### src/pm_pkg.sv
// Shared widths, defaults and cell control type for the polynomial multiplier.
`default_nettype none

package pm_pkg;

    localparam int COEF_W          = 32;
    localparam int FRAC_W          = 16;
    localparam int DEG_W           = 6;
    localparam int MAX_TERMS_DEF   = 32;

    typedef struct packed {
        logic adv;
        logic clr;
    } t_cell_ctrl;

endpackage

`default_nettype wire

### src/pm_cell.sv
// One tap of the transposed convolution chain: holds a first-polynomial coefficient.
`default_nettype none

module pm_cell #(
    parameter int MAX_TERMS = pm_pkg::MAX_TERMS_DEF
) (
    input  wire                                    i_clk,
    input  wire pm_pkg::t_cell_ctrl                i_ctrl,
    input  wire                                    i_we,
    input  wire                                    i_act,
    input  wire signed [pm_pkg::COEF_W-1:0]        i_coef,
    input  wire signed [pm_pkg::COEF_W-1:0]        i_x,
    input  wire signed [2*pm_pkg::COEF_W+$clog2(MAX_TERMS):0] i_sum,
    output logic signed [2*pm_pkg::COEF_W+$clog2(MAX_TERMS):0] o_sum
);
    import pm_pkg::*;

    localparam int PROD_W = 2 * COEF_W;
    localparam int SUM_W  = PROD_W + $clog2(MAX_TERMS) + 1;

    logic signed [COEF_W-1:0] r_a;
    logic signed [PROD_W-1:0] r_p;
    logic signed [SUM_W-1:0]  r_s;

    always_ff @(posedge i_clk) begin
        if (i_we) begin
            r_a <= i_coef;
        end
    end

    // multiply, then add the neighbor's partial sum one stage later
    always_ff @(posedge i_clk) begin
        if (i_ctrl.clr) begin
            r_p <= '0;
            r_s <= '0;
        end else if (i_ctrl.adv) begin
            r_p <= i_act ? PROD_W'(r_a * i_x) : '0;
            r_s <= i_sum + SUM_W'(r_p);
        end
    end

    assign o_sum = r_s;

endmodule

`default_nettype wire

### config.mk
export PLATFORM = sky130hd
export DESIGN_NAME = pm_cell
export DESIGN_NICKNAME = d
export VERILOG_FILES = /design/src/pm_pkg.sv /design/src/pm_cell.sv
export SDC_FILE = /design/constraint.sdc
export NUM_CORES = 2
export LEC_CHECK = 0
export BUFFER_PORTS_ARGS = -buffer_cell sky130_fd_sc_hd__buf_2
export CORE_MARGIN = 2
export CORE_UTILIZATION = 30
export CTS_CLUSTER_SIZE = 25
export DETAILED_ROUTE_END_ITERATION = 6
export GPL_TIMING_DRIVEN = 1
export SLEW_MARGIN = 20
export SYNTH_ARGS = -nofsm -noshare
export SYNTH_HDL_FRONTEND = slang
export SYNTH_SLANG_ARGS = --single-unit
### constraint.sdc
create_clock -name i_clk -period 11.5 [get_ports i_clk]
set_clock_uncertainty 0.15 [all_clocks]
set_input_delay 1.725 -clock i_clk [delete_from_list [all_inputs] [get_ports i_clk]]
set_output_delay 1.725 -clock i_clk [all_outputs]
set_load 0.05 [all_outputs]
---- After elaboration in Yosys (flattened, before gate mapping) ----
Cells that the tools add are included.
operators by class
  add/subtract/negate cells ............... 1
  $mul .................................... 1
  divide/modulo/power cells ............... 0
  magnitude comparators ................... 0
  equal/unequal tests ..................... 0
  shifts and indexed selects .............. 0
  muxes and demuxes ....................... 1
  bitwise logic cells ..................... 0
  reductions and logical operators ........ 0
operators by type and width
  operator        number
  $add 70x64->70  1
  $mul 32x32->64  1
  $mux 64         1
word-level totals
  flip-flop bits (word level) ............. 166
  bits in latches ......................... 0
  memory bits (writable) .................. 0
  memory bits (read-only) ................. 0
  input port bits ......................... 139
  memories kept ........................... 0

---- Longest topological paths before layout ----
  word-level depth ........................ 2
  gate-level depth with buffers ........... 29
  mapped depth without buffers ............ 27

---- Worst setup path after synthesis ----
No wires, ideal clock.
  path type ............................... input -> register
  start ................................... input port i_x[2] (netlist name)
  end ..................................... register r_p[60]
  setup time .............................. 0.125 ns
  data arrival time ....................... 9.008 ns
  required time ........................... 11.225 ns
  path slack .............................. 2.217 ns
  stages on the path ...................... 26
  path buffers ............................ 1
  cell sequence ........................... clkbuf_1 > nand2_1 > inv_1 > fa_1 > fa_1 > fa_1 > fa_1 > inv_1 > fa_1 > inv_1 > fa_1 > inv_1 > fa_1 > inv_1 > fa_1 > ha_1 > nand2_1 > nor2_1 > nand3_1 > or4_1 > o32a_1 > o21ai_2 > o221ai_2 > o21bai_1 > xnor2_1 > o21ai_1
on the way
  cells in the longest elaborated chain, start to end .. 2
RTL lines
  item                  line           RTL
  start, declared       pm_cell.sv:12  input wire signed [pm_pkg::COEF_W-1:0] i_x,
  $mul 32x32->64        pm_cell.sv:37  r_p <= i_act ? PROD_W'(r_a * i_x) : '0;
  $mux 64               pm_cell.sv:37
  end signal, assigned  pm_cell.sv:37
  end, declared         pm_cell.sv:22  logic signed [PROD_W-1:0] r_p;
No other way between the ends.
A chain may end at the register's enable or synchronous reset.

---- Worst setup path after layout ----
  start ................................... input port i_x[5] (netlist name)
  end ..................................... register r_p[60]
The elaborated chain is that of the path after synthesis.

==> metrics.txt <==
Die H 395 um; CTS tree done; Crit path largest cell delay around 0.87 ns; Main synth FF type dfxtp_1; global placement routability congestion 0.903; DRT iter0 DRCs approximately 2.0k; CP Launch Type primary input; CTS clk-pin slew, worst paths 0.08 ns; first-pass GRT wire length 214 mm; period utilization between 80 and 90%; maximum root-to-sink buffer count 2; slowest CP cell fa_1; WP data required 11.78 ns; WL per Instance 19.2 um; share of layout cells above drive strength 1 6.49%; Final Util 32.6%; area leader, netlist fa_1; Post-Synthesis Net Count ~6.5k; minimum clock period 9.49 ns; core area 152000 um2; via count 34.0k; Die Width a little under 400 um; initial antenna violation count 23; number of H-tree levels 4; Yosys reg bits 166; post-route cell area between 40000 and 50000 um2; Hold Path Class reg -> reg; Cell Area, Synth 46000 um2; Cells after Synth 5019; Yosys warning count 0; status finished, final reports clean; FF+latch area 3640 um2; CTS resizes 0; max frequency 105 MHz; Final setup viols 0; Unique masters post-synth 80; hpwl dp 112 mm; unrepaired setup endpoints after global routing false; CTS Buf Count 17; total die area 156000 um2; Max Cap Viol 0; crit path DAT 9.77 ns; worst hold stages 1; Final Max Slew Viols 0; Layout area overhead 7.85%; Rows 143; final layout net count 6502; hold buffers post-CTS 0; clock latency on the worst-skew pair 0.55 ns; largest net degree at the start of global routing 55; Global Route Usage Sum 17.8%; Ports 209; crit path max fanout 10; vias in the first global route about 37k; Seq/Total Area, Yosys 7.93%; Post-synth EDFFs 32; Total Wirelength 136 mm; Setup Crit Path Kind in -> reg; # DRC 0; drt first pass iters 5; Mean Syn Cell Area 9.16 um2; CTS Sinks ~170; vias per inst around 4.8; CTS root buf clkbuf_16; Filler cells between 15k and 20k; final global-route overflow total 0; fraction of registers with async set/reset 0%; Slew Limit Headroom 26.2%; final hold violations 0; CP Capture Type flop; DRT antenna net count 0; TNS Setup 0 ns; Starting Density 30.2%; Synth top area share 47.2%; worst slew pin tran ~1.1 ns; Port Buf Inserts 208; CP dominant cell by count fa_1; Area after DPL 48900 um2; area of the multi-input gates 37600 um2; R2R cell count 28; Synth area leaders fa_1 47%, inv_1 7.9%, and2_1 7.1%; post-CTS setup buffer count 0
## routing by layer
layer / up-vias / routed length, um / GRT usage [%]
li1: 15200 / - / -
met1: 17600 / 53600 / 21.6
met2: 858 / 70600 / 31.5
met3: 265 / 5720 / 2.53
met4: 6 / 5920 / 7.14
met5: - / 36 / 0
## cell type report
cell class                 count  share of cell area (%)
antenna                        5                  0.0252
clock buffer                  18                   0.866
clock inverter                14                   0.386
inverter                     965                    7.31
multi-input combinational   3610                    75.9
sequential                   166                    7.35
tap                         2030                    5.12
timing repair buffer         267                    3.03
## logic make-up (layout without fill, tap and decap cells)
kind of cell / after synthesis / in the layout / synth area share [%]
simple gates: 1546 / 1546 / 16.5
fa+ha+maj: 1336 / 1336 / 54.1
buf+inv: 1243 / 1264 / 10.2
compound gates: 564 / 564 / 8.10
flops: 166 / 166 / 7.93
xor+xnor: 124 / 124 / 2.36
mux: 40 / 40 / 0.871
other cells: 0 / 5 / 0
## critical path, delay by kind of cell
| kind | cells | cell delay [ns] |
|---|---|---|
| buffers and inverters | 8 | 1.32 |
| xor gates and xnor gates | 1 | 0.15 |
| adders and majority gates | 9 | 4.75 |
| AOI/OAI and AO/OA | 5 | 0.69 |
| and+or+nand+nor | 5 | 1.10 |
## registers in the layout, indices dropped and copies added, names as in the netlist
signal  cells
r_p        64
r_a        32
o_sum      70
## cell usage after synthesis, types with 40 or more instances
cell	count
fa_1	1083
inv_1	964
nand2_1	635
and2_1	525
clkbuf_1	262
ha_1	253
nor2_1	196
a21oi_1	157
dfxtp_1	134
o21ai_0	108
a21o_1	76
xnor2_1	75
xor2_1	49
mux2i_1	40
nand3_1	40
## worst paths after layout
kind	to	startpoint	slack (ns)
setup / recovery	r_p[60]	i_x[5]	2.01
hold / removal	o_sum[59]	o_sum[59]	0.31
setup reg to reg	r_p[60]	r_a[31]	2.66
hold reg to reg	o_sum[59]	o_sum[59]	0.31
## cell usage in the layout (no fill, tap or decap), drive strengths merged, types with 8 or more instances in the layout
| master | count |
|---|---|
| nand2 | 635 |
| ha | 253 |
| a21o | 76 |
| and2 | 525 |
| a22o | 8 |
| nor2b | 10 |
| clkbuf | 18 |
| mux2i | 40 |
| nand4 | 40 |
| a22oi | 31 |
| o21bai | 31 |
| edfxtp | 32 |
| a211oi | 24 |
| o211ai | 14 |
| xor2 | 49 |
| o21ai | 119 |
| a31oi | 14 |
| a21oi | 160 |
| or3 | 12 |
| and3 | 9 |
| buf | 267 |
| nor3 | 25 |
| xnor2 | 75 |
| inv | 970 |
| nor2 | 196 |
| nand3 | 40 |
| nand2b | 22 |
| fa | 1083 |
| o31ai | 9 |
| o21a | 16 |
| dfxtp | 134 |
## metrics by stage
| step | std cells | hold slack, ns | setup WS (ns) |
|---|---|---|---|
| 3_5_place_dp | 7038 | 0.290 | 1.44 |
| 2_1_floorplan | 5019 | 0.279 | 2.22 |
| 4_1_cts | 7070 | 0.311 | 2.02 |
| 3_3_place_gp | 7037 | 0.283 | 1.57 |
| 5_1_grt | 7074 | 0.318 | 1.50 |
| 6_report | 7075 | 0.307 | 2.01 |
Power is not shown: default switching activity piles up to over one toggle a cycle in this logic, so the estimate is an artifact.
